File: src/hw/rtl/plr_pkg.sv
`timescale 1ns / 1ps
`default_nettype none
// ----------------------------------------------------------------------------
// plr_pkg
// shared constants, types and helpers of the arc-length resampler
// ----------------------------------------------------------------------------
package plr_pkg;

  localparam int MAX_EMIT  = 64;
  localparam int FRAC_BITS = 16;

  localparam int CNT_W  = $clog2(MAX_EMIT + 1);
  localparam int STEP_W = 23;
  localparam int ACC_W  = 66;
  localparam int DW     = 33;

  // minimum step of 0.1 m, rounded up
  localparam logic [STEP_W-1:0] STEP_MIN =
    STEP_W'(((64'd1 << FRAC_BITS) + 64'd9) / 64'd10);

  // squared distance above which the end vertex is far from the last point (1 mm)
  localparam logic [ACC_W-1:0] FAR_THR =
    ACC_W'((66'd1 << (2 * FRAC_BITS - 6)) / 66'd15625);

  // serial arithmetic unit operations
  localparam logic [1:0] OP_MAC  = 2'd0;
  localparam logic [1:0] OP_DIV  = 2'd1;
  localparam logic [1:0] OP_SQRT = 2'd2;

  typedef struct packed {
    logic       start;
    logic [1:0] op;
    logic       load;
  } plr_cmd_t;

  typedef struct packed {
    logic busy;
    logic done;
  } plr_stat_t;

  function automatic logic [DW-1:0] plr_mag(input logic [DW-1:0] d);
    plr_mag = d[DW-1] ? DW'(-d) : d;
  endfunction

endpackage
`default_nettype wire

File: src/hw/rtl/plr_vertex_if.sv
`timescale 1ns / 1ps
`default_nettype none
// ----------------------------------------------------------------------------
// plr_vertex_if
// vertex channel: valid, ready and one polyline vertex
// ----------------------------------------------------------------------------
interface plr_vertex_if;
  logic               valid;
  logic               ready;
  logic signed [31:0] vertex_x;
  logic signed [31:0] vertex_y;
  logic signed [31:0] vertex_z;
  logic               path_end;

  modport source (output valid, vertex_x, vertex_y, vertex_z, path_end, input ready);
  modport sink   (input valid, vertex_x, vertex_y, vertex_z, path_end, output ready);
endinterface
`default_nettype wire

File: src/hw/rtl/plr_point_if.sv
`timescale 1ns / 1ps
`default_nettype none
// ----------------------------------------------------------------------------
// plr_point_if
// point channel: valid, ready and one resampled point
// ----------------------------------------------------------------------------
interface plr_point_if;
  logic               valid;
  logic               ready;
  logic signed [31:0] point_x;
  logic signed [31:0] point_y;
  logic signed [31:0] point_z;
  logic               last_of_run;
  logic               truncated;

  modport source (output valid, point_x, point_y, point_z, last_of_run, truncated,
                  input ready);
  modport sink   (input valid, point_x, point_y, point_z, last_of_run, truncated,
                  output ready);
endinterface
`default_nettype wire

File: src/hw/rtl/polyline_arc_length_resampler.sv
`timescale 1ns / 1ps
`default_nettype none
// ----------------------------------------------------------------------------
// polyline_arc_length_resampler
// resamples a 3-d polyline at a fixed planar arc-length step
// ----------------------------------------------------------------------------
// Vertices arrive one per transfer; the first vertex of a path comes out as it
// is, later segments produce points spaced step_length apart along the x-y
// path with z interpolated, and the path_end vertex is added when more than
// 1 mm from the last point. One vertex is worked on at a time, and the
// multiplies, divides and square roots run one bit per cycle through a single
// shared serial unit (multiply-accumulate, divide, square root). A segment's
// length is the root of the sum of two squares; each emitted point takes, for
// each of the three axes, a multiply and a divide; an end vertex adds a distance
// check of two squares. A finished point waits in the output register so the
// next one is computed meanwhile.
// ----------------------------------------------------------------------------
module polyline_arc_length_resampler
  import plr_pkg::*;
(
  input  wire logic              clk,
  input  wire logic              rst_n,
  input  wire logic              cfg_wr_en,
  input  wire logic [STEP_W-1:0] cfg_wr_data,
  plr_vertex_if.sink             in_vertex,
  plr_point_if.source            out_point
);

  // sequencer states
  localparam logic [3:0] S_IDLE    = 4'd0;
  localparam logic [3:0] S_FIRST   = 4'd1;
  localparam logic [3:0] S_SQ      = 4'd2;
  localparam logic [3:0] S_LOOP    = 4'd3;
  localparam logic [3:0] S_PT      = 4'd4;
  localparam logic [3:0] S_PUSHPT  = 4'd5;
  localparam logic [3:0] S_FAR     = 4'd6;
  localparam logic [3:0] S_PUSHEND = 4'd7;
  localparam logic [3:0] S_FINAL   = 4'd8;

  logic [3:0]        state_r, state_nxt;
  logic [STEP_W-1:0] cfg_step_r;
  logic              in_path_r, in_path_nxt;

  // path state
  logic [31:0]       prev_x_r, prev_y_r, prev_z_r, prev_x_nxt, prev_y_nxt, prev_z_nxt;
  logic [33:0]       pend_r, pend_nxt;
  logic [31:0]       emx_r, emy_r, emx_nxt, emy_nxt;

  // current vertex and segment
  logic [31:0]       vx_r, vy_r, vz_r, vx_nxt, vy_nxt, vz_nxt;
  logic              vend_r, vend_nxt;
  logic [STEP_W-1:0] step_r, step_nxt;
  logic [DW-1:0]     dx_r, dy_r, dz_r, dx_nxt, dy_nxt, dz_nxt;
  logic [DW-1:0]     seg_r, seg_nxt;
  logic [34:0]       c_r, c_nxt;
  logic [CNT_W-1:0]  cnt_r, cnt_nxt;
  logic              trunc_r, trunc_nxt;
  logic              far_r, far_nxt;
  logic [1:0]        ph_r, ph_nxt;
  logic              wait_r, wait_nxt;
  logic [1:0]        ax_r, ax_nxt;

  // computed point and the held point that still waits for its last flag
  logic [31:0]       ptx_r, pty_r, ptz_r, ptx_nxt, pty_nxt, ptz_nxt;
  logic [31:0]       hx_r, hy_r, hz_r, hx_nxt, hy_nxt, hz_nxt;
  logic              held_v_r, held_v_nxt;

  // output register
  logic              ov_r, ov_nxt;
  logic [31:0]       ox_r, oy_r, oz_r, ox_nxt, oy_nxt, oz_nxt;
  logic              olast_r, olast_nxt, otrunc_r, otrunc_nxt;

  // serial unit
  plr_cmd_t          ar_cmd;
  plr_stat_t         ar_stat;
  logic [DW-1:0]     ar_opa, ar_opb;
  logic [ACC_W-1:0]  ar_init, ar_acc;

  logic              slot_free, accept, push, push_last;
  logic [31:0]       push_x, push_y, push_z;
  logic [CNT_W-1:0]  budget;
  logic [34:0]       lim;
  logic [DW-1:0]     d_sel, ex, ey;
  logic [31:0]       base_sel, pt_val;
  logic [STEP_W-1:0] step_eff;

  plr_arith u_arith (
    .clk   (clk),
    .rst_n (rst_n),
    .cmd   (ar_cmd),
    .opa   (ar_opa),
    .opb   (ar_opb),
    .init  (ar_init),
    .stat  (ar_stat),
    .acc   (ar_acc)
  );

  assign in_vertex.ready = (state_r == S_IDLE);
  assign accept          = in_vertex.valid && (state_r == S_IDLE);
  assign slot_free       = !ov_r || out_point.ready;
  assign step_eff        = (cfg_step_r < STEP_MIN) ? STEP_MIN : cfg_step_r;
  // one slot is kept for the end vertex
  assign budget          = vend_r ? CNT_W'(MAX_EMIT - 1) : CNT_W'(MAX_EMIT);

  // distance from the end vertex to the last emitted point
  assign ex = {vx_r[31], vx_r} - {emx_r[31], emx_r};
  assign ey = {vy_r[31], vy_r} - {emy_r[31], emy_r};

  always_comb begin
    unique case (ax_r)
      2'd0:    begin d_sel = dx_r; base_sel = prev_x_r; end
      2'd1:    begin d_sel = dy_r; base_sel = prev_y_r; end
      default: begin d_sel = dz_r; base_sel = prev_z_r; end
    endcase
  end

  // rounded quotient moves from the previous vertex towards this one
  assign pt_val = d_sel[DW-1] ? (base_sel - ar_acc[31:0]) : (base_sel + ar_acc[31:0]);

  // segment needs more points than the budget
  assign lim = {1'b0, pend_r} + (vend_r ? 35'(MAX_EMIT - 1) * 35'(step_r)
                                        : 35'(MAX_EMIT) * 35'(step_r));

  // operation issued to the serial unit
  always_comb begin
    ar_cmd  = '0;
    ar_opa  = '0;
    ar_opb  = '0;
    ar_init = '0;
    unique case (state_r)
      S_SQ: begin
        ar_cmd.start = !wait_r;
        priority if (ph_r == 2'd0) begin
          ar_cmd.op   = OP_MAC;
          ar_cmd.load = 1'b1;
          ar_opa      = plr_mag(dx_r);
          ar_opb      = plr_mag(dx_r);
        end else if (ph_r == 2'd1) begin
          ar_cmd.op = OP_MAC;
          ar_opa    = plr_mag(dy_r);
          ar_opb    = plr_mag(dy_r);
        end else begin
          ar_cmd.op = OP_SQRT;
        end
      end
      S_PT: begin
        ar_cmd.start = !wait_r;
        if (ph_r == 2'd0) begin
          ar_cmd.op   = OP_MAC;
          ar_cmd.load = 1'b1;
          ar_init     = ACC_W'(seg_r >> 1);
          ar_opa      = plr_mag(d_sel);
          ar_opb      = c_r[DW-1:0];
        end else begin
          ar_cmd.op = OP_DIV;
          ar_opb    = seg_r;
        end
      end
      S_FAR: begin
        ar_cmd.start = !wait_r;
        ar_cmd.op    = OP_MAC;
        ar_cmd.load  = (ph_r == 2'd0);
        ar_opa       = (ph_r == 2'd0) ? plr_mag(ex) : plr_mag(ey);
        ar_opb       = ar_opa;
      end
      default: ;
    endcase
  end

  // sequencer
  always_comb begin
    state_nxt   = state_r;
    in_path_nxt = in_path_r;
    prev_x_nxt  = prev_x_r;
    prev_y_nxt  = prev_y_r;
    prev_z_nxt  = prev_z_r;
    pend_nxt    = pend_r;
    emx_nxt     = emx_r;
    emy_nxt     = emy_r;
    vx_nxt      = vx_r;
    vy_nxt      = vy_r;
    vz_nxt      = vz_r;
    vend_nxt    = vend_r;
    step_nxt    = step_r;
    dx_nxt      = dx_r;
    dy_nxt      = dy_r;
    dz_nxt      = dz_r;
    seg_nxt     = seg_r;
    c_nxt       = c_r;
    cnt_nxt     = cnt_r;
    trunc_nxt   = trunc_r;
    far_nxt     = far_r;
    ph_nxt      = ph_r;
    wait_nxt    = wait_r;
    ax_nxt      = ax_r;
    ptx_nxt     = ptx_r;
    pty_nxt     = pty_r;
    ptz_nxt     = ptz_r;
    hx_nxt      = hx_r;
    hy_nxt      = hy_r;
    hz_nxt      = hz_r;
    held_v_nxt  = held_v_r;
    push        = 1'b0;
    push_last   = 1'b0;
    push_x      = hx_r;
    push_y      = hy_r;
    push_z      = hz_r;

    unique case (state_r)
      S_IDLE: begin
        if (accept) begin
          vx_nxt    = in_vertex.vertex_x;
          vy_nxt    = in_vertex.vertex_y;
          vz_nxt    = in_vertex.vertex_z;
          vend_nxt  = in_vertex.path_end;
          step_nxt  = step_eff;
          trunc_nxt = 1'b0;
          far_nxt   = 1'b0;
          ph_nxt    = 2'd0;
          wait_nxt  = 1'b0;
          dx_nxt = {in_vertex.vertex_x[31], in_vertex.vertex_x} - {prev_x_r[31], prev_x_r};
          dy_nxt = {in_vertex.vertex_y[31], in_vertex.vertex_y} - {prev_y_r[31], prev_y_r};
          dz_nxt = {in_vertex.vertex_z[31], in_vertex.vertex_z} - {prev_z_r[31], prev_z_r};
          if (!in_path_r) begin
            state_nxt   = S_FIRST;
            in_path_nxt = !in_vertex.path_end;
          end else begin
            if (in_vertex.path_end) in_path_nxt = 1'b0;
            // zero-length segment: no points, distance to go unchanged
            if (in_vertex.vertex_x == prev_x_r && in_vertex.vertex_y == prev_y_r) begin
              state_nxt = in_vertex.path_end ? S_FAR : S_FINAL;
            end else begin
              state_nxt = S_SQ;
            end
          end
        end
      end

      S_FIRST: begin
        if (slot_free) begin
          push       = 1'b1;
          push_last  = 1'b1;
          push_x     = vx_r;
          push_y     = vy_r;
          push_z     = vz_r;
          emx_nxt    = vx_r;
          emy_nxt    = vy_r;
          prev_x_nxt = vx_r;
          prev_y_nxt = vy_r;
          prev_z_nxt = vz_r;
          pend_nxt   = 34'(step_r);
          state_nxt  = S_IDLE;
        end
      end

      S_SQ: begin
        if (!wait_r) begin
          wait_nxt = 1'b1;
        end else if (ar_stat.done) begin
          wait_nxt = 1'b0;
          if (ph_r == 2'd2) begin
            seg_nxt   = ar_acc[DW-1:0];
            trunc_nxt = lim <= 35'(ar_acc[DW-1:0]);
            c_nxt     = {1'b0, pend_r};
            cnt_nxt   = '0;
            state_nxt = S_LOOP;
          end else begin
            ph_nxt = ph_r + 2'd1;
          end
        end
      end

      S_LOOP: begin
        if (c_r <= 35'(seg_r) && cnt_r < budget) begin
          ax_nxt    = 2'd0;
          ph_nxt    = 2'd0;
          wait_nxt  = 1'b0;
          state_nxt = S_PT;
        end else begin
          // truncated segments restart a full step away
          pend_nxt  = trunc_r ? 34'(step_r) : 34'(c_r - 35'(seg_r));
          ph_nxt    = 2'd0;
          wait_nxt  = 1'b0;
          state_nxt = vend_r ? S_FAR : S_FINAL;
        end
      end

      S_PT: begin
        if (!wait_r) begin
          wait_nxt = 1'b1;
        end else if (ar_stat.done) begin
          wait_nxt = 1'b0;
          if (ph_r == 2'd0) begin
            ph_nxt = 2'd1;
          end else begin
            ph_nxt = 2'd0;
            unique case (ax_r)
              2'd0:    ptx_nxt = pt_val;
              2'd1:    pty_nxt = pt_val;
              default: ptz_nxt = pt_val;
            endcase
            if (ax_r == 2'd2) state_nxt = S_PUSHPT;
            else              ax_nxt    = ax_r + 2'd1;
          end
        end
      end

      S_PUSHPT: begin
        if (!held_v_r || slot_free) begin
          push       = held_v_r;
          hx_nxt     = ptx_r;
          hy_nxt     = pty_r;
          hz_nxt     = ptz_r;
          held_v_nxt = 1'b1;
          emx_nxt    = ptx_r;
          emy_nxt    = pty_r;
          c_nxt      = c_r + 35'(step_r);
          cnt_nxt    = cnt_r + CNT_W'(1);
          state_nxt  = S_LOOP;
        end
      end

      S_FAR: begin
        if (!wait_r) begin
          wait_nxt = 1'b1;
        end else if (ar_stat.done) begin
          wait_nxt = 1'b0;
          if (ph_r == 2'd0) begin
            ph_nxt = 2'd1;
          end else begin
            far_nxt   = ar_acc > FAR_THR;
            state_nxt = S_PUSHEND;
          end
        end
      end

      S_PUSHEND: begin
        if (!far_r) begin
          state_nxt = S_FINAL;
        end else if (!held_v_r || slot_free) begin
          push       = held_v_r;
          hx_nxt     = vx_r;
          hy_nxt     = vy_r;
          hz_nxt     = vz_r;
          held_v_nxt = 1'b1;
          emx_nxt    = vx_r;
          emy_nxt    = vy_r;
          state_nxt  = S_FINAL;
        end
      end

      S_FINAL: begin
        if (!held_v_r || slot_free) begin
          push       = held_v_r;
          push_last  = 1'b1;
          held_v_nxt = 1'b0;
          prev_x_nxt = vx_r;
          prev_y_nxt = vy_r;
          prev_z_nxt = vz_r;
          state_nxt  = S_IDLE;
        end
      end

      default: state_nxt = S_IDLE;
    endcase
  end

  // output register, refilled in the cycle it is taken
  always_comb begin
    ov_nxt     = ov_r;
    ox_nxt     = ox_r;
    oy_nxt     = oy_r;
    oz_nxt     = oz_r;
    olast_nxt  = olast_r;
    otrunc_nxt = otrunc_r;
    if (push) begin
      ov_nxt     = 1'b1;
      ox_nxt     = push_x;
      oy_nxt     = push_y;
      oz_nxt     = push_z;
      olast_nxt  = push_last;
      otrunc_nxt = trunc_r;
    end else if (out_point.ready) begin
      ov_nxt = 1'b0;
    end
  end

  always_ff @(posedge clk) begin
    if (!rst_n) begin
      state_r    <= S_IDLE;
      cfg_step_r <= STEP_W'(65536);
      in_path_r  <= 1'b0;
      prev_x_r   <= '0;
      prev_y_r   <= '0;
      prev_z_r   <= '0;
      pend_r     <= '0;
      emx_r      <= '0;
      emy_r      <= '0;
      held_v_r   <= 1'b0;
      ov_r       <= 1'b0;
      wait_r     <= 1'b0;
      ph_r       <= '0;
      ax_r       <= '0;
      cnt_r      <= '0;
    end else begin
      state_r    <= state_nxt;
      if (cfg_wr_en) cfg_step_r <= cfg_wr_data;
      in_path_r  <= in_path_nxt;
      prev_x_r   <= prev_x_nxt;
      prev_y_r   <= prev_y_nxt;
      prev_z_r   <= prev_z_nxt;
      pend_r     <= pend_nxt;
      emx_r      <= emx_nxt;
      emy_r      <= emy_nxt;
      held_v_r   <= held_v_nxt;
      ov_r       <= ov_nxt;
      wait_r     <= wait_nxt;
      ph_r       <= ph_nxt;
      ax_r       <= ax_nxt;
      cnt_r      <= cnt_nxt;
    end
    vx_r     <= vx_nxt;
    vy_r     <= vy_nxt;
    vz_r     <= vz_nxt;
    vend_r   <= vend_nxt;
    step_r   <= step_nxt;
    dx_r     <= dx_nxt;
    dy_r     <= dy_nxt;
    dz_r     <= dz_nxt;
    seg_r    <= seg_nxt;
    c_r      <= c_nxt;
    trunc_r  <= trunc_nxt;
    far_r    <= far_nxt;
    ptx_r    <= ptx_nxt;
    pty_r    <= pty_nxt;
    ptz_r    <= ptz_nxt;
    hx_r     <= hx_nxt;
    hy_r     <= hy_nxt;
    hz_r     <= hz_nxt;
    ox_r     <= ox_nxt;
    oy_r     <= oy_nxt;
    oz_r     <= oz_nxt;
    olast_r  <= olast_nxt;
    otrunc_r <= otrunc_nxt;
  end

  assign out_point.valid       = ov_r;
  assign out_point.point_x     = ox_r;
  assign out_point.point_y     = oy_r;
  assign out_point.point_z     = oz_r;
  assign out_point.last_of_run = olast_r;
  assign out_point.truncated   = otrunc_r;

`ifndef SYNTHESIS
  // one vertex in flight at a time
  a_one_vertex: assert property (@(posedge clk) disable iff (!rst_n)
    in_vertex.valid && in_vertex.ready |=> !in_vertex.ready)
    else $error("vertex taken while another is in flight");

  // a new vertex never finds a point still held back
  a_no_held_at_idle: assert property (@(posedge clk) disable iff (!rst_n)
    in_vertex.ready |-> !held_v_r)
    else $error("held point left over at idle");

  // serial unit is only started when free
  a_unit_free: assert property (@(posedge clk) disable iff (!rst_n)
    ar_cmd.start |-> !ar_stat.busy)
    else $error("serial unit started while busy");

  // points per segment stay within budget
  a_budget: assert property (@(posedge clk) disable iff (!rst_n)
    cnt_r <= CNT_W'(MAX_EMIT))
    else $error("segment point count beyond budget");
`endif

endmodule
`default_nettype wire

File: src/hw/rtl/plr_arith.sv
`timescale 1ns / 1ps
`default_nettype none
// ----------------------------------------------------------------------------
// plr_arith
// bit-serial multiply-accumulate, restoring divide and integer square root
// ----------------------------------------------------------------------------
module plr_arith
  import plr_pkg::*;
(
  input  wire logic            clk,
  input  wire logic            rst_n,
  input  wire plr_cmd_t        cmd,
  input  wire logic [DW-1:0]   opa,
  input  wire logic [DW-1:0]   opb,
  input  wire logic [ACC_W-1:0] init,
  output plr_stat_t            stat,
  output logic [ACC_W-1:0]     acc
);

  logic [ACC_W-1:0] acc_r, acc_nxt;
  logic [ACC_W-1:0] mc_r, mc_nxt;
  logic [DW-1:0]    mp_r, mp_nxt;
  logic [DW-1:0]    den_r, den_nxt;
  logic [34:0]      rem_r, rem_nxt;
  logic [DW-1:0]    root_r, root_nxt;
  logic [6:0]       cnt_r, cnt_nxt;
  logic [1:0]       op_r, op_nxt;
  logic             busy_r, busy_nxt;
  logic             done_r, done_nxt;

  logic [DW:0]      dtry;
  logic [36:0]      r2, trial;
  logic             sq_ge;
  logic [DW-1:0]    root_new;

  always_comb begin
    dtry     = {rem_r[DW-1:0], acc_r[ACC_W-1]};
    r2       = {rem_r, acc_r[ACC_W-1:ACC_W-2]};
    trial    = {2'b00, root_r, 2'b01};
    sq_ge    = r2 >= trial;
    root_new = {root_r[DW-2:0], sq_ge};

    acc_nxt  = acc_r;
    mc_nxt   = mc_r;
    mp_nxt   = mp_r;
    den_nxt  = den_r;
    rem_nxt  = rem_r;
    root_nxt = root_r;
    cnt_nxt  = cnt_r;
    op_nxt   = op_r;
    busy_nxt = busy_r;
    done_nxt = 1'b0;

    if (cmd.start) begin
      op_nxt   = cmd.op;
      busy_nxt = 1'b1;
      rem_nxt  = '0;
      root_nxt = '0;
      unique case (cmd.op)
        OP_MAC: begin
          acc_nxt = cmd.load ? init : acc_r;
          mc_nxt  = ACC_W'(opa);
          mp_nxt  = opb;
          cnt_nxt = 7'(DW);
        end
        OP_DIV: begin
          den_nxt = opb;
          cnt_nxt = 7'(ACC_W);
        end
        OP_SQRT: begin
          cnt_nxt = 7'(DW);
        end
        default: begin
          busy_nxt = 1'b0;
          done_nxt = 1'b1;
        end
      endcase
    end else if (busy_r) begin
      unique case (op_r)
        OP_MAC: begin
          if (mp_r[0]) acc_nxt = acc_r + mc_r;
          mc_nxt = {mc_r[ACC_W-2:0], 1'b0};
          mp_nxt = {1'b0, mp_r[DW-1:1]};
        end
        OP_DIV: begin
          if (dtry >= {1'b0, den_r}) begin
            rem_nxt = 35'(DW'(dtry - {1'b0, den_r}));
            acc_nxt = {acc_r[ACC_W-2:0], 1'b1};
          end else begin
            rem_nxt = 35'(dtry[DW-1:0]);
            acc_nxt = {acc_r[ACC_W-2:0], 1'b0};
          end
        end
        OP_SQRT: begin
          rem_nxt  = sq_ge ? 35'(r2 - trial) : r2[34:0];
          root_nxt = root_new;
          acc_nxt  = {acc_r[ACC_W-3:0], 2'b00};
        end
        default: ;
      endcase
      cnt_nxt = cnt_r - 7'd1;
      if (cnt_r == 7'd1) begin
        busy_nxt = 1'b0;
        done_nxt = 1'b1;
        if (op_r == OP_SQRT) acc_nxt = ACC_W'(root_new);
      end
    end
  end

  always_ff @(posedge clk) begin
    if (!rst_n) begin
      busy_r <= 1'b0;
      done_r <= 1'b0;
      cnt_r  <= '0;
      op_r   <= OP_MAC;
    end else begin
      busy_r <= busy_nxt;
      done_r <= done_nxt;
      cnt_r  <= cnt_nxt;
      op_r   <= op_nxt;
    end
    acc_r  <= acc_nxt;
    mc_r   <= mc_nxt;
    mp_r   <= mp_nxt;
    den_r  <= den_nxt;
    rem_r  <= rem_nxt;
    root_r <= root_nxt;
  end

  assign stat.busy = busy_r;
  assign stat.done = done_r;
  assign acc       = acc_r;

endmodule
`default_nettype wire
File: src/flat_wrapper.sv
// flat-port wrapper written by rule: the top's interface ports become plain ports
module polyline_arc_length_resampler_flat import plr_pkg::*;
  (clk, rst_n, cfg_wr_en, cfg_wr_data, in_vertex_valid, in_vertex_vertex_x, in_vertex_vertex_y, in_vertex_vertex_z, in_vertex_path_end, in_vertex_ready, out_point_valid, out_point_point_x, out_point_point_y, out_point_point_z, out_point_last_of_run, out_point_truncated, out_point_ready);
  plr_vertex_if in_vertex_i ();
  plr_point_if out_point_i ();
  input  wire logic clk;
  input  wire logic rst_n;
  input  wire logic cfg_wr_en;
  input  wire logic [STEP_W-1:0] cfg_wr_data;
  input wire logic [$bits(in_vertex_i.valid)-1:0] in_vertex_valid;
  input wire logic [$bits(in_vertex_i.vertex_x)-1:0] in_vertex_vertex_x;
  input wire logic [$bits(in_vertex_i.vertex_y)-1:0] in_vertex_vertex_y;
  input wire logic [$bits(in_vertex_i.vertex_z)-1:0] in_vertex_vertex_z;
  input wire logic [$bits(in_vertex_i.path_end)-1:0] in_vertex_path_end;
  output wire logic [$bits(in_vertex_i.ready)-1:0] in_vertex_ready;
  output wire logic [$bits(out_point_i.valid)-1:0] out_point_valid;
  output wire logic [$bits(out_point_i.point_x)-1:0] out_point_point_x;
  output wire logic [$bits(out_point_i.point_y)-1:0] out_point_point_y;
  output wire logic [$bits(out_point_i.point_z)-1:0] out_point_point_z;
  output wire logic [$bits(out_point_i.last_of_run)-1:0] out_point_last_of_run;
  output wire logic [$bits(out_point_i.truncated)-1:0] out_point_truncated;
  input wire logic [$bits(out_point_i.ready)-1:0] out_point_ready;
  assign in_vertex_i.valid = in_vertex_valid;
  assign in_vertex_i.vertex_x = in_vertex_vertex_x;
  assign in_vertex_i.vertex_y = in_vertex_vertex_y;
  assign in_vertex_i.vertex_z = in_vertex_vertex_z;
  assign in_vertex_i.path_end = in_vertex_path_end;
  assign in_vertex_ready = in_vertex_i.ready;
  assign out_point_valid = out_point_i.valid;
  assign out_point_point_x = out_point_i.point_x;
  assign out_point_point_y = out_point_i.point_y;
  assign out_point_point_z = out_point_i.point_z;
  assign out_point_last_of_run = out_point_i.last_of_run;
  assign out_point_truncated = out_point_i.truncated;
  assign out_point_i.ready = out_point_ready;
  polyline_arc_length_resampler u_core (.clk(clk), .rst_n(rst_n), .cfg_wr_en(cfg_wr_en), .cfg_wr_data(cfg_wr_data), .in_vertex(in_vertex_i), .out_point(out_point_i));
endmodule
File: config.mk
export PLATFORM = sky130hd
export DESIGN_NAME = polyline_arc_length_resampler_flat
export DESIGN_NICKNAME = d
export VERILOG_FILES = /design/src/hw/rtl/plr_pkg.sv /design/src/hw/rtl/plr_vertex_if.sv /design/src/hw/rtl/plr_point_if.sv /design/src/hw/rtl/polyline_arc_length_resampler.sv /design/src/hw/rtl/plr_arith.sv /design/src/flat_wrapper.sv
export SDC_FILE = /design/constraint.sdc
export NUM_CORES = 2
export LEC_CHECK = 0
export BUFFER_PORTS_ARGS = -buffer_cell sky130_fd_sc_hd__buf_2
export CAP_MARGIN = 10
export CELL_PAD_IN_SITES_DETAIL_PLACEMENT = 0
export CELL_PAD_IN_SITES_GLOBAL_PLACEMENT = 1
export CORE_ASPECT_RATIO = 0.8
export CORE_UTILIZATION = 54
export CTS_CLUSTER_DIAMETER = 50
export DETAILED_ROUTE_END_ITERATION = 10
export PLACE_DENSITY_LB_ADDON = 0.12
export SETUP_SLACK_MARGIN = 0.1
export SYNTH_ARGS = -nofsm -noshare
export SYNTH_HDL_FRONTEND = slang
export SYNTH_SLANG_ARGS = --single-unit
File: constraint.sdc
create_clock -name clk -period 14.2 [get_ports clk]
set_clock_uncertainty 0.1 [all_clocks]
set_input_delay 0 -clock clk [delete_from_list [all_inputs] [get_ports clk]]
set_output_delay 0 -clock clk [all_outputs]
set_load 0.005 [all_outputs]
Yosys cells after proc, flatten, opt, wreduce, memory -nomap -nowiden
Index checks and enable logic that the tools add are counted.

word-level totals
  register bits after elaboration = 1,092
  latch bits = 0
  bits in writable memories = 0
  ROM bits = 0
  input bits = 125
  output and inout bits = 100
  logic and storage cells = 341
  memories = 0

cells by class
  $add $sub $neg = 22
  multipliers = 1
  divide/modulo/power cells = 0
  magnitude comparators = 7
  equality and inequality tests = 44
  shift-type cells = 0
  mux-type cells = 160
  bitwise logic cells = 2
  reduce and logical (&&, ||, !) cells = 57

operator list
  kind                                                              count
  2-to-1 mux 66 bit                                                 12
  2-to-1 mux 32 bit                                                 20
  2-to-1 mux 33 bit                                                 15
  case mux 32 bit (2 select lines)                                  7
  case mux 33 bit (3 select lines)                                  2
  case mux 66 bit (3 select lines)                                  1
  case mux 32 bit (3 select lines)                                  2
  2-to-1 mux 35 bit                                                 5
  negator 33 bit                                                    5
  subtractor 32 x 32 -> 33 bit                                      5
  case mux 35 bit (2 select lines)                                  2
  2-to-1 mux 34 bit                                                 3
  2-to-1 mux 4 bit                                                  21
  less-or-equal comparator 35 x 33 -> 1 bit                         2
  case mux 34 bit (2 select lines)                                  1
  adder 66 bit                                                      1
  greater-than comparator 66 x 13 -> 1 bit (second input constant)  1
  case mux 33 bit (2 select lines)                                  1
  equality test 32 bit                                              2
  2-to-1 mux 7 bit                                                  7
  greater-or-equal comparator 37 x 35 -> 1 bit                      1
  case mux 4 bit (9 select lines)                                   1
  adder 34 x 35 -> 35 bit                                           1
  adder 35 x 23 -> 35 bit                                           1
  49 further kinds                                                  174

Logic depth before layout (Yosys ltp)
  depth after elaboration = 8
  mapped depth = 40
  depth with buffers taken out = 40

By module
From an unflattened synthesis, not the netlist that was laid out.

unflattened totals
  cells, all modules = 8,402
  area total of the unflattened synthesis = 77,280.4 µm²

modules (own cells, without submodules)
  module                         instances  cells each  area an instance (µm²)  seq. area each (µm²)
  polyline_arc_length_resampler  1          5,945       56,036.2                22,111.2
  plr_arith                      1          2,457       21,244.1                7,527.2

Worst setup path after synthesis
OpenSTA, ideal clock, no wires.

  path type = reg2reg
  from = register u_core.ph_r[0]
  to = register u_core.u_arith.mc_r[0] (enable)
  setup time = 0.702 ns
  arrival time = 8.828 ns
  data required time = 13.398 ns
  setup slack = 4.569 ns
  cell stages (with the launch flop) = 8
  buffers on the path = 3
  clock period less this slack = 9.631 ns
  cells stage by stage = dfxtp_1 -> inv_1 -> ha_1 -> clkbuf_1 -> buf_1 -> clkbuf_1 -> nor3_1 -> o31ai_1

on the way
  cells in the longest elaborated chain, start to end = 7
  elaborated cells on any way between the ends = 9
  those cells by class = 2 x eq/ne; 4 x mux; 3 x reduce/logical

ends and longest elaborated chain
  item                                      RTL line                              text
  start, declared                           polyline_arc_length_resampler.sv:59   logic [1:0] ph_r, ph_nxt;
  start signal, assigned                    polyline_arc_length_resampler.sv:418  ph_r <= ph_nxt;
  equality test 2 x 1 -> 1 bit              polyline_arc_length_resampler.sv:138  end else if (ph_r == 2'd1) begin
  2-to-1 mux 2 bit                          polyline_arc_length_resampler.sv:138
  2-to-1 mux 2 bit                          polyline_arc_length_resampler.sv:133  priority if (ph_r == 2'd0) begin
  case mux 4 bit (3 select lines) *         polyline_arc_length_resampler.sv:130  unique case (state_r)
  logical NOT 2 bit *                       plr_arith.sv:59                       unique case (cmd.op)
  inequality test 2 bit (no source line) *  -
  AND reduction 3 bit (no source line) *    -
  end signal, assigned                      plr_arith.sv:123                      mc_r <= mc_nxt;
  end, declared                             plr_arith.sv:21                       logic [ACC_W-1:0] mc_r, mc_nxt;

Mark *: on every way between the ends. The rest lies on a longest branch, timed or not.
A chain may end at the register's enable or synchronous reset.

Worst setup path in the final report
  from = register u_core.step_r[2]
  to = register u_core.trunc_r (data pin)

on the way
  cells in the longest elaborated chain, start to end = 8

ends and longest elaborated chain
  item                                         RTL line                              text
  start, declared                              polyline_arc_length_resampler.sv:52   logic [STEP_W-1:0] step_r, step_nxt;
  start signal, assigned                       polyline_arc_length_resampler.sv:426  step_r <= step_nxt;
  multiplier 6 x 23 -> 29 bit                  polyline_arc_length_resampler.sv:121  assign lim = {1'b0, pend_r} + (vend_r ? 35'(MAX_EMIT - 1) * 35'(step_r)
  2-to-1 mux 29 bit *                          polyline_arc_length_resampler.sv:121
  adder 34 x 35 -> 35 bit *                    polyline_arc_length_resampler.sv:121
  less-or-equal comparator 35 x 33 -> 1 bit *  polyline_arc_length_resampler.sv:263  trunc_nxt = lim <= 35'(ar_acc[DW-1:0]);
  2-to-1 mux 1 bit *                           polyline_arc_length_resampler.sv:261  if (ph_r == 2'd2) begin
  2-to-1 mux 1 bit *                           polyline_arc_length_resampler.sv:259  end else if (ar_stat.done) begin
  2-to-1 mux 1 bit *                           polyline_arc_length_resampler.sv:257  if (!wait_r) begin
  case mux 1 bit (2 select lines) *            polyline_arc_length_resampler.sv:209  unique case (state_r)
  end signal, assigned                         polyline_arc_length_resampler.sv:432  trunc_r <= trunc_nxt;
  end, declared                                polyline_arc_length_resampler.sv:57   logic trunc_r, trunc_nxt;

Mark *: on every way between the ends. The rest lies on a longest branch, timed or not. The select of a mux whose other input is x is not followed.

==> results.rst <==
.. list-table::
   :header-rows: 1

   * - Metric
     - Value
   * - Timing-limited maximum frequency
     - between 100 and 150 MHz
   * - Cell seen most often among critical-path stages
     - inv_1
   * - Initial Util
     - 54.4%
   * - Die area
     - 141000 µm²
   * - Number of input and output port buffers inserted
     - 224
   * - Number of max-cap violations
     - 0
   * - Setup_tns
     - 0 ns
   * - Total of flip-flops plus latches after synthesis
     - 1092
   * - Area of the multi-input gates
     - 42100 µm²
   * - Maximum single-stage delay on the critical path
     - 0.64 ns
   * - Die Span Y
     - 336 µm
   * - Critical path startpoint category
     - register
   * - Antenna violations before repair
     - 19
   * - Number of DRC markers after the initial detailed-route iteration
     - 9187
   * - Power per standard cell area
     - 291 nW/µm²
   * - Class of the tightest hold or removal check
     - in2reg
   * - Slew Limit Fails
     - 0
   * - Total iterations of the first detailed-routing run
     - 8
   * - Slack of the worst reg-to-reg path
     - 5.77 ns
   * - Cell type group with the largest total delay on the critical path
     - compound AO/OA/AOI/OAI gates
   * - CP Capture Type
     - register
   * - EDFF count, synth
     - 777
   * - Count of yosys warnings during synthesis
     - 0
   * - Worst slew pin tran
     - 1.44 ns
   * - Post-route ant nets
     - 0
   * - Layout cell share with drive strength beyond 1
     - 10.5%
   * - Ranking of synthesized cells by area
     - edfxtp_1 (31%), ha_1 (8.4%), dfxtp_1 (8.4%)
   * - End point of the worst hold path
     - u_core.out_point.valid$_SDFFE_PN0P_
   * - Global-route congestion overflow total
     - 0
   * - Crit-path max FO
     - 5
   * - Destination of the worst register-to-register timing path
     - u_core.trunc_r$_SDFFCE_PN0P_
   * - Final-layout fill cell count
     - approximately 12k
   * - # DRC
     - 0
   * - # rows
     - 122
   * - Number of H-tree levels
     - 4
   * - Clock period minus final worst setup slack
     - 8.43 ns
   * - Vias in the first global route
     - slightly above 60k
   * - Mean area per synthesized cell
     - 9.17 µm²
   * - Number of cells produced by synthesis
     - 8200
   * - Routed WL
     - 286 mm
   * - Reg2Reg Launch Point
     - u_core.step_r[2]$_SDFFCE_PN0P_
   * - WP data arrival
     - 8.85 ns
   * - Highest-count cells in the layout ignoring fill and taps
     - nand2_1 (996), edfxtp_1 (777), a21oi_1 (708)
   * - Final core utilization
     - 62.0%
   * - Per-cell via count in the routed design
     - 6.43
   * - CTS Buf Count
     - 142
   * - Buffering stage count on the worst path with inverters included
     - 4
   * - Weighted congestion at the end of routability-driven global placement
     - 1.04
   * - Cell type with the highest aggregate area in the netlist
     - edfxtp_1
   * - Worst hold start
     - out_point_ready
   * - Asr flop ratio synth
     - 0%
   * - Layout overhead on the synthesized area
     - 14.1%
   * - FF/Latch Area
     - 29600 µm²
   * - Clk pin slew, worst setup/hold paths
     - 0.06 ns
   * - Worst vdd rail ir drop
     - 0.268 mV
   * - Worst-path cell with the longest stage delay
     - fa_1
   * - Worst slack on hold paths
     - 0.0973 ns
   * - Cell variety after synth
     - 114
   * - Mean routed wirelength per cell
     - 27.1 µm
   * - Count of vias placed by the detailed router
     - ~68k
   * - Core box area
     - around 140000 µm²
   * - Final period utilization
     - 59.4%
   * - Number of post-CTS setup repair buffers
     - 0
   * - Final hold violations
     - 0
   * - Critical setup path kind
     - reg2reg
   * - Clk Tree Root Cell
     - clkbuf_16
   * - Overall Global Routing Usage
     - 39.7%
   * - Worst reg2reg path depth
     - 32
   * - Post-placement cell count
     - 10.0k
   * - Min-Delay Path Depth
     - 5
   * - Leakage power
     - 0.0338 µW
   * - Top flip-flop cell by instance count after synthesis
     - edfxtp_1
   * - Slew Limit Headroom
     - about 4%
   * - Pin count of the biggest net entering global routing
     - approximately 140
   * - Most common library cell in the layout ignoring fill and taps
     - nand2_1
   * - Share of the synthesized area in the top cell type
     - 31.0%
   * - Final Instance Count excl. Fillers
     - 10.6k
   * - CTS resizes
     - 0
   * - RSZ-0062 raised after global routing
     - no
   * - Data required time of the worst path
     - ~15 ns
   * - Outcome
     - complete, no violations
   * - Setup ws final
     - around 5.8 ns
   * - Final setup violating endpoints
     - 0
   * - I/O pins
     - 225
   * - Synthesized net count
     - between 8k and 9k
   * - Detailed Place HPWL
     - 212 mm
   * - Clock tree from TritonCTS
     - built
   * - Pre-CTS worst setup slack
     - 5.91 ns
   * - First-pass GRT wire length
     - 413 mm
   * - Clk sinks
     - between 1k and 1.5k
   * - Overall die width
     - ~420 µm
   * - Sequential fraction of the synthesis area
     - 39.4%
   * - Clk_lat worst skew
     - 0.82 ns
   * - Number of buffers on the longest clock path
     - 3
   * - Summed instance area of the synthesized netlist
     - 75200 µm²
   * - Net count of the finished layout
     - 9271
   * - CTS Hold Buffers Added
     - ~270
[flip-flops by register name, summed over array words and instances (netlist names), 34 cells and up]
register,flops
u_core.u_arith.rem_r,35
u_core.pend_r,34
u_core.u_arith.mc_r,66
u_core.c_r,35
u_core.u_arith.acc,66
[worst max path at each step]
stage / startpoint / to / slack, ns / cells after the start
after global routing: u_core.step_r[2]$_SDFFCE_PN0P_ / u_core.trunc_r$_SDFFCE_PN0P_ / 5.14 / 32
after detailed placement: u_core.step_r[2]$_SDFFCE_PN0P_ / u_core.trunc_r$_SDFFCE_PN0P_ / 5.91 / 32
after global placement: u_core.step_r[2]$_SDFFCE_PN0P_ / u_core.trunc_r$_SDFFCE_PN0P_ / 5.95 / 32
final: u_core.step_r[2]$_SDFFCE_PN0P_ / u_core.trunc_r$_SDFFCE_PN0P_ / 5.77 / 32
after CTS: u_core.step_r[2]$_SDFFCE_PN0P_ / u_core.trunc_r$_SDFFCE_PN0P_ / 5.79 / 32
after floorplan: u_core.ph_r[0]$_SDFFE_PN0P_ / u_core.u_arith.mc_r[0]$_SDFFCE_PN0P_ / 4.57 / 7
[worst register-to-register path: cells and delay by family (launching register included)]
| kind | cells | cell delay [ns] |
|---|---|---|
| AO/OA/AOI/OAI | 13 | 2.68 |
| XOR/XNOR | 2 | 0.27 |
| adder cells (fa/ha/maj) | 6 | 2.57 |
| buffers and inverters | 4 | 0.30 |
| flip-flops | 1 | 0.48 |
| multiplexers | 1 | 0.31 |
| AND/OR/NAND/NOR | 6 | 1.48 |
[metrics by stage]
step / total power (µW) / area, µm²
global route: 26500 / 85700
detailed placement: 20500 / 78100
floorplan: 16000 / 75200
global placement: 20300 / 78100
CTS: 24400 / 85700
finish: 24900 / 85800
[power breakdown]
group          switching [µW]  leakage, µW  internal [µW]
logic                    9640       0.0216           5810
registers                 934      0.00976           4740
clock network            1580      0.00242           2240
[area by class of cell]
| cell class | count | share of cell area, % |
|---|---|---|
| inverter | 565 | 2.48 |
| clock inverter | 81 | 1.17 |
| clock buffer | 183 | 4.59 |
| antenna | 6 | 0.0175 |
| timing repair buffer | 591 | 5.33 |
| multi-input combinational | 6172 | 49.1 |
| tap | 1860 | 2.71 |
| sequential | 1092 | 34.6 |
[Yosys cell counts (20+ instances only)]
library cell  instances
nor3_1              150
dfxtp_1             315
a211o_1              20
a22o_1               38
nand2_1             999
and2_1               93
a21o_1              208
a221oi_1             46
ha_1                507
o21a_1               67
o21ai_1              26
xnor2_1             359
a22oi_1              31
nand2b_1             82
a31oi_1             102
nor2_1              580
nor4_1               43
and3_1               56
o22ai_1              30
o31ai_1              37
mux2_2              216
clkbuf_1            314
nor2b_1              69
edfxtp_1            777
o211ai_1             72
nand3_1             156
a222oi_1             23
a211oi_1             80
a41oi_1              20
o21ai_0             456
a311oi_1             76
inv_1               562
o21bai_1             50
o41ai_1              20
o221ai_1             40
or2_2                34
fa_1                 75
or3_1                50
nand4_1              61
mux2i_1              62
buf_1                38
a21oi_1             710
xor2_1              178
[kinds of logic (layout without fill, tap and decap cells)]
logic type | after synthesis | after routing | share of synthesized area, %
multiplexers | 278 | 278 | 4.06
buffers and inverters | 936 | 1420 | 4.85
AO/OA/AOI/OAI | 2310 | 2310 | 19.9
AND/OR/NAND/NOR | 2463 | 2463 | 15.1
flip-flops | 1092 | 1092 | 39.4
XOR/XNOR | 539 | 539 | 6.30
adder cells (fa/ha/maj) | 582 | 582 | 10.4
other | 0 | 6 | 0
[per-layer routing]
layer,share of wire (%),global-route usage (%)
met1,43,58.5
met2,39,53.7
met3,14,12.6
met4,3.9,14.5
met5,0.040,0
Note: power is estimated with default switching activity, not from simulation.
